`src/rtl/core/plds_pkg.sv`:
```
// ----------------------------------------------------------------------------
// plds_pkg
// Shared widths, register codes and stage payload types for the point light
// diffuse shader core.
// ----------------------------------------------------------------------------
package plds_pkg;

    localparam int NUM_CH    = 3;
    localparam int COORD_W   = 32;
    localparam int DIFF_W    = COORD_W + 1;
    localparam int MAG_W     = COORD_W - 1;
    localparam int NORM_W    = 16;
    localparam int COL_W     = 16;
    localparam int SHAD_W    = 15;
    localparam int POW_W     = 32;
    localparam int LIT_W     = 32;
    localparam int SQR_W     = 2 * MAG_W;
    localparam int SQ_W      = 64;
    localparam int ROOT_W    = SQ_W / 2;
    localparam int PROD_W    = NORM_W + MAG_W + 1;
    localparam int DOTS_W    = PROD_W + 2;
    localparam int DOT_W     = PROD_W;
    localparam int X0_W      = 2 * COL_W;
    localparam int SHAD_FRAC = 14;
    localparam int POW_FRAC  = 16;
    localparam int K_FRAC    = 28;
    localparam int X1_W      = X0_W + SHAD_W - SHAD_FRAC;
    localparam int X2_W      = X1_W + POW_W - POW_FRAC;
    localparam int K_W       = 32;
    localparam int X2_LO_W   = 32;
    localparam int X2_HI_W   = X2_W - X2_LO_W;
    localparam int PLO_W     = X2_LO_W + K_W;
    localparam int PHI_W     = X2_HI_W + K_W;
    localparam int PSUM_W    = X2_W + K_W;
    localparam int X3_W      = PSUM_W - K_FRAC;
    localparam int NUM_W     = 72;
    localparam int ATT_SH_E0 = 20;
    localparam int ATT_SH_E1 = 18;
    localparam int NUM_HI_W  = NUM_W - LIT_W;
    localparam int CFG_IDX_W = 3;
    localparam int CFG_W     = 32;
    localparam int IN_DATA_W  = 240;
    localparam int OUT_DATA_W = NUM_CH * LIT_W;

    localparam logic [CFG_IDX_W-1:0] REG_POS_X   = 3'd0;
    localparam logic [CFG_IDX_W-1:0] REG_POS_Y   = 3'd1;
    localparam logic [CFG_IDX_W-1:0] REG_POS_Z   = 3'd2;
    localparam logic [CFG_IDX_W-1:0] REG_RED     = 3'd3;
    localparam logic [CFG_IDX_W-1:0] REG_GREEN   = 3'd4;
    localparam logic [CFG_IDX_W-1:0] REG_BLUE    = 3'd5;
    localparam logic [CFG_IDX_W-1:0] REG_POWER   = 3'd6;

    localparam logic [COL_W-1:0] COL_RESET = 16'd16384;
    localparam logic [POW_W-1:0] POW_RESET = 32'd65536;
    localparam logic [LIT_W-1:0] LIT_MAX   = '1;

    typedef struct packed {
        logic [SQ_W-1:0]               q;
        logic                          e;
        logic                          zero;
        logic [NUM_CH-1:0][X2_W-1:0]   x2;
    } core_t;

    typedef struct packed {
        logic [DOT_W-1:0] dot;
        core_t            core;
    } geo_t;

    typedef struct packed {
        logic [NUM_CH-1:0][SQ_W-1:0]  rem;
        logic [NUM_CH-1:0][LIT_W-1:0] lo;
        logic [SQ_W-1:0]              q;
        logic [NUM_CH-1:0]            sat;
        logic                         zero;
    } divin_t;

    typedef struct packed {
        logic zero;
        logic sat;
    } fin_t;

endpackage

```
`src/rtl/core/plds_isqrt.sv`:
```
// ----------------------------------------------------------------------------
// plds_isqrt
// Pipelined integer square root, one root bit per stage, with a side payload.
// ----------------------------------------------------------------------------
module plds_isqrt #(
    parameter int ROOT_W = plds_pkg::ROOT_W,
    parameter int PW     = 1
) (
    input  logic                aclk,
    input  logic                aresetn,
    input  logic                en,
    input  logic                in_vld,
    input  logic [2*ROOT_W-1:0] in_q,
    input  logic [PW-1:0]       in_pay,
    output logic                out_vld,
    output logic [ROOT_W-1:0]   out_root,
    output logic [PW-1:0]       out_pay
);
    import plds_pkg::*;

    localparam int REM_W = ROOT_W + 2;
    localparam int SH_W  = ROOT_W + 4;

    logic                vld_reg  [ROOT_W];
    logic [REM_W-1:0]    rem_reg  [ROOT_W];
    logic [ROOT_W-1:0]   root_reg [ROOT_W];
    logic [2*ROOT_W-1:0] q_reg    [ROOT_W];
    logic [PW-1:0]       pay_reg  [ROOT_W];

    for (genvar s = 0; s < ROOT_W; s++) begin : g_stage
        logic                vld_p;
        logic [REM_W-1:0]    rem_p;
        logic [ROOT_W-1:0]   root_p;
        logic [2*ROOT_W-1:0] q_p;
        logic [PW-1:0]       pay_p;
        logic [SH_W-1:0]     rem_sh;
        logic [SH_W-1:0]     trial;
        logic                ge;

        if (s == 0) begin : g_first
            assign vld_p  = in_vld;
            assign rem_p  = '0;
            assign root_p = '0;
            assign q_p    = in_q;
            assign pay_p  = in_pay;
        end else begin : g_next
            assign vld_p  = vld_reg[s-1];
            assign rem_p  = rem_reg[s-1];
            assign root_p = root_reg[s-1];
            assign q_p    = q_reg[s-1];
            assign pay_p  = pay_reg[s-1];
        end

        assign rem_sh = {rem_p, q_p[2*(ROOT_W-1-s)+1 -: 2]};
        assign trial  = {2'b00, root_p, 2'b01};
        assign ge     = rem_sh >= trial;

        always_ff @(posedge aclk) begin
            if (!aresetn) begin
                vld_reg[s] <= 1'b0;
            end else if (en) begin
                vld_reg[s] <= vld_p;
            end
        end

        always_ff @(posedge aclk) begin
            if (en) begin
                rem_reg[s]  <= ge ? REM_W'(rem_sh - trial) : rem_sh[REM_W-1:0];
                root_reg[s] <= {root_p[ROOT_W-2:0], ge};
                q_reg[s]    <= q_p;
                pay_reg[s]  <= pay_p;
            end
        end
    end

    assign out_vld  = vld_reg[ROOT_W-1];
    assign out_root = root_reg[ROOT_W-1];
    assign out_pay  = pay_reg[ROOT_W-1];

endmodule

```
`config.mk`:
```
export PLATFORM = sky130hd
export DESIGN_NAME = plds_isqrt
export DESIGN_NICKNAME = d
export VERILOG_FILES = /design/src/rtl/core/plds_pkg.sv /design/src/rtl/core/plds_isqrt.sv
export SDC_FILE = /design/constraint.sdc
export NUM_CORES = 2
export LEC_CHECK = 0
export CAP_MARGIN = 15
export CORE_MARGIN = 2
export CORE_UTILIZATION = 55
export DETAILED_ROUTE_END_ITERATION = 8
export DONT_BUFFER_PORTS = 1
export HOLD_SLACK_MARGIN = 0.06
export MAX_ROUTING_LAYER = met4
export PLACE_DENSITY_LB_ADDON = 0.08
export SKIP_CTS_REPAIR_TIMING = 1
export SLEW_MARGIN = 20
export SYNTH_ARGS = -nofsm -noshare
export SYNTH_HDL_FRONTEND = slang
export SYNTH_MEMORY_MAX_BITS = 65536
export SYNTH_SLANG_ARGS = --single-unit
```
`constraint.sdc`:
```
create_clock -name aclk -period 5 [get_ports aclk]
set_input_delay 0.5 -clock aclk [delete_from_list [all_inputs] [get_ports aclk]]
set_output_delay 0.5 -clock aclk [all_outputs]
set_load 0.1 [all_outputs]
```
* After elaboration in Yosys (flattened, before gate mapping) *
Memories as Yosys holds them, arrays and structs flattened.
Cells that the tools add are included.

storage, ports and cells
  flip-flop bits (word level) = 0
  bits in latches = 0
  RAM bits = 4,224
  bits in read-only memories = 0
  input bits = 69
  output and inout bits = 34
  word-level logic and storage cells = 170
  memories kept = 5

memory list
  name      depth  width  rd ports  clocked after memory_dff  write ports  RTL line          source
  q_reg     32     64     31        0                         32           plds_isqrt.sv:27  logic [2*ROOT_W-1:0] q_reg [ROOT_W];
  rem_reg   32     34     31        0                         32           plds_isqrt.sv:25  logic [REM_W-1:0] rem_reg [ROOT_W];
  root_reg  32     32     32        0                         32           plds_isqrt.sv:26  logic [ROOT_W-1:0] root_reg [ROOT_W];
  pay_reg   32     1      32        0                         32           plds_isqrt.sv:28  logic [PW-1:0] pay_reg [ROOT_W];
  vld_reg   32     1      32        0                         32           plds_isqrt.sv:24  logic vld_reg [ROOT_W];

operators by class
  add/sub/neg operators = 32
  multiply operators = 0
  div/mod/pow operators = 0
  magnitude comparators = 32
  equality and inequality tests = 0
  shifts and indexed selects = 0
  mux-type cells = 69
  bitwise logic cells = 32
  reduce and logical (&&, ||, !) cells = 0

operators with widths
  operator                                             number
  >= comparator 36 x 34 -> 1 bit                       31
  two-way mux 34 bit                                   32
  subtractor 34 bit                                    31
  two-way mux 1 bit                                    37
  bitwise OR 1 bit                                     32
  subtractor 2 x 1 -> 3 bit, second input constant     1
  >= comparator 2 x 1 -> 1 bit, second input constant  1

* Longest topological paths before layout *
  depth in word-level cells = 4
  mapped depth = 14

* Worst setup path before layout *
No wires, ideal clock.

  kind = register to register
  start = memory rem_reg[1][102] (netlist bit)
  end = memory rem_reg[1][140] (netlist bit), data pin
  setup time = 0.260 ns
  data arrival time = 3.292 ns
  slack = 1.448 ns
  stages on the path, launching flop included = 11
  path buffers = 1
  clock period less this slack = 3.552 ns
  cell sequence = edfxtp_1 ha_1 nor2b_1 o31a_1 o31a_1 a211o_1 a21bo_2 a31o_2 a41oi_1 buf_2 mux2_2

RTL lines
  what         RTL line
  from (decl)  plds_isqrt.sv:25

==> impl_results.md <==
* Core ar. at 0.217 sq mm
* XOR/XNOR share of the synthesized area at 0.0613
* Root Buffer: clkbuf_16
* Clock share of power at 0.328
* RSZ-0062 raised after global routing: false
* Flop pwr share at 0.473
* # setup viols final at 0
* GRT Overall Usage at 0.225
* Crit start category: input pin
* Post-synthesis cell area at 0.120 sq mm
* Cts bufs inserted at 291
* Mapped Cells at 9271
* Placed cells at 12000
* 1st-iter DRT viols at 5726
* FF-to-FF path depth at 10
* Skew final at 0.0673 ns
* Part of the power in combinational logic at 0.199
* Simple logic cell fraction of the synthesized area at 0.0999
* Worst r2r src: rem_reg[0][222]$_DFFE_PP_
* Rel. slew slack at 0.281
* Crit. Startpoint: en
* Maxcap violations at 0
* Synth Area in Compound Gates at 0.0984
* Via density at 5.66
* Vert. Die Dim at 471 um
* Critical path class: in2reg
* Internal power at 0.0446 W
* First-pass GRT wire length at 385000 um
* Peak VDD IR at 0.000329 V
* Synth cell types at 95
* Nets at 10100
* H-tree levels at 5
* Gp weighted congestion at 0.913
* PortBufs at 0
* P_sw at 0.0174 W
* Mapped Nets at 9902
* Clock buffer depth at 4
* ANT nets after route at 0
* Post-synthesis sequential area ratio at 0.647
* Power, Total at 0.0620 W
* Min Clock Period, post-route at 4.59 ns
* Initial antenna violation count at 2
* CTS Sinks at 2587
* Clock latency reported for the late side of the worst-skew pair at 0.94 ns
* Synthesized-area fraction occupied by adder cells at 0.0585
* Layout area overhead at 11.3%
* Via count at 71100
* WL/cell at 19.6 um
* Die Footprint at 0.222 sq mm
* Hold Slack at 0.0601 ns
* Switching Share at 0.281
* Asr flop ratio synth at 0
* Hold Crit Class: in2reg
* Starting density of the core at 0.553
* Largest register FFs at 1003
* Worst EP arrival at 5.09 ns
* Critical Path End: q_reg[0][200]$_DFFE_PP_
* Top-Level Pins at 103
* CTS clock-pin slew for the worst setup and hold paths at 0.06 ns
* WL final at 246000 um
* Yosys warning count at 0
* Top FF cell, synth: edfxtp_1
* Die X at 471 um
* Outcome: complete, no violations
* Drt pass-1 iters at 7
* FF+latch count, synth at 2587
* CTS tree: done
* PwrDens at 464 mW/mm^2
* Setup tns final at 0 ns
* Rows at 171
* RR Endpoint: rem_reg[0][265]$_DFFE_PP_
* Congestion Overflow GR at 0
* Post-synthesis mux area share at 0.00618
* Final core utilization at 0.615
* Worst path required time at 5.50 ns
* Post-synth EDFFs at 2586
* Pin count of the biggest net entering global routing at 251
* Final hold vios at 0
* Post-DP HPWL at 176000 um
* Avg Cell Area, Syn at 13.0 sq um
* Worst-Margin Slew at 1.06 ns
* Final cell count without fillers at 12600
* Fmax at 218 MHz
* Pleak at 50.8 nW
* Part of the cycle the worst path needs at 0.918
* Main combinational cell family by area after synthesis: simple AND/OR/NAND/NOR gates
* Maximum fanout along the worst path at 148
* Final Max Tran Viols at 0
* Vias in the first global route at 69100
* DR DRC count at 0
* R2r setup slk at 0.71 ns
* CP Capture Type: flop
* # fillers at 16600
* Layout cells sized above 1 at 0.0642
per-layer routing:
| layer | track usage | up-vias | wire length [um] |
|---|---|---|---|
| li1 | - | 34900 | - |
| met1 | 0.307 | 34300 | 112000 |
| met4 | 0.0650 | 0 | 6800 |
| met2 | 0.359 | 1467 | 118000 |
| met5 | - | - | 0 |
| met3 | 0.0274 | 454 | 9880 |
cells in the final DEF (no fill, tap or decap), types with 22 or more instances in the layout:
cell | netlist | routed
a211oi_1 | 57 | 57
a21o_1 | 231 | 231
a21oi_1 | 569 | 568
a31oi_1 | 54 | 53
and2_1 | 36 | 36
and3_1 | 85 | 85
buf_4 | 2 | 43
bufinv_16 | 0 | 26
clkbuf_1 | 169 | 45
clkbuf_16 | 0 | 294
clkinv_1 | 2 | 56
clkinv_2 | 0 | 49
dlygate4sd3_1 | 0 | 69
edfxtp_1 | 2586 | 2586
ha_1 | 562 | 562
inv_1 | 720 | 720
mux2_2 | 53 | 53
nand2_1 | 619 | 619
nand2b_1 | 121 | 121
nand3_1 | 172 | 171
nand3b_1 | 24 | 24
nand4_1 | 109 | 109
nand4b_1 | 24 | 24
nor2_1 | 527 | 526
nor2b_1 | 78 | 78
nor3_1 | 210 | 209
nor4_1 | 120 | 120
o211ai_1 | 40 | 40
o21a_1 | 98 | 97
o21ai_0 | 521 | 521
o21bai_1 | 60 | 60
o31ai_1 | 50 | 50
o41ai_1 | 23 | 22
or2_2 | 41 | 41
or3_1 | 81 | 81
or4_1 | 69 | 69
xnor2_1 | 444 | 444
xor2_1 | 397 | 397
metrics by stage:
stage / setup WS [ns] / instance area (sq um)
after CTS: 0.726 / 133000
after global placement: 0.832 / 124000
after detailed placement: 0.725 / 124000
final: 0.412 / 134000
after global routing: 0.216 / 134000
after floorplan: 1.45 / 120000
how the worst min path moves through the flow:
stage / from / end / slack, ns / cells past startpoint
2_1_floorplan: pay_reg[9]$_DFFE_PP_ / pay_reg[10]$_DFFE_PP_ / 0.40 / 0
3_3_place_gp: q_reg[0][833]$_DFFE_PP_ / q_reg[0][897]$_DFFE_PP_ / 0.40 / 0
3_5_place_dp: pay_reg[29]$_DFFE_PP_ / pay_reg[30]$_DFFE_PP_ / 0.40 / 0
4_1_cts: in_q[46] / q_reg[0][46]$_DFFE_PP_ / -0.42 / 0
5_1_grt: en / q_reg[0][300]$_DFFE_PP_ / 0.06 / 1
6_report: en / q_reg[0][300]$_DFFE_PP_ / 0.06 / 1
cells by family (layout without fill, tap and decap cells):
logic type,Yosys count,after routing
AO/OA/AOI/OAI,1902,1902
XOR/XNOR,841,841
adder cells (fa/ha/maj),562,562
buffers and inverters,921,1356
flip-flops,2587,2587
multiplexers,67,67
other,1,4
AND/OR/NAND/NOR,2390,2390
worst max-delay path, cell delays in order:
cell	delay (ns)
dlygate4sd3_1	0.61
buf_16	0.41
buf_16	0.40
buf_16	0.52
buf_16	0.42
buf_16	0.53
buf_16	0.46
buf_16	0.50
synth_stat cells, types with 14 or more instances:
cell type | instances | area share
o21ai_0 | 521 | 0.022
a21o_1 | 231 | 0.014
nor3_1 | 210 | 0.0087
a2111oi_0 | 16 | 0.0012
o31ai_1 | 50 | 0.0031
or3_1 | 81 | 0.0042
nor2_1 | 527 | 0.016
or2_2 | 41 | 0.0021
nand2_1 | 619 | 0.019
xor2_1 | 397 | 0.029
or4_1 | 69 | 0.0043
a211o_1 | 19 | 0.0014
a211oi_1 | 57 | 0.0036
o211ai_1 | 40 | 0.0025
o41ai_1 | 23 | 0.0017
clkbuf_1 | 169 | 0.0053
nor4_1 | 120 | 0.0062
nand4b_1 | 24 | 0.0017
mux2_2 | 53 | 0.0050
edfxtp_1 | 2586 | 0.65
o21bai_1 | 60 | 0.0037
o21a_1 | 98 | 0.0061
inv_1 | 720 | 0.022
and2_1 | 36 | 0.0019
nor2b_1 | 78 | 0.0041
nand2b_1 | 121 | 0.0063
and3_1 | 85 | 0.0044
ha_1 | 562 | 0.059
nand4_1 | 109 | 0.0057
a21boi_0 | 16 | 0.0010
nand3_1 | 172 | 0.0072
nand3b_1 | 24 | 0.0015
a31oi_1 | 54 | 0.0028
a21oi_1 | 569 | 0.024
o31a_1 | 18 | 0.0013
xnor2_1 | 444 | 0.032
buf_2 | 14 | 0.00058
area by class of cell:
type                            instances  area [sq um]  area share
Sequential cell                      2587         77700       0.581
Multi-Input combinational cell       5763         39100       0.292
Clock buffer                          339          7530      0.0563
Tap cell                             2854          3570      0.0267
Inverter                              723          2710      0.0203
Timing Repair Buffer                  133          1580      0.0119
Clock inverter                        161          1530      0.0114
Antenna cell                            3          7.51   0.0000562
power by group through the flow:
stage	registers, W	logic [W]	clock network, W
final	0.0294	0.0124	0.0203
after global routing	0.0296	0.0138	0.0217
after CTS	0.0294	0.0123	0.0208
after detailed placement	0.0298	0.0122	0
after global placement	0.0298	0.0121	0
after floorplan	0.0289	0.00905	0
Power figures use the tool's default switching activity.
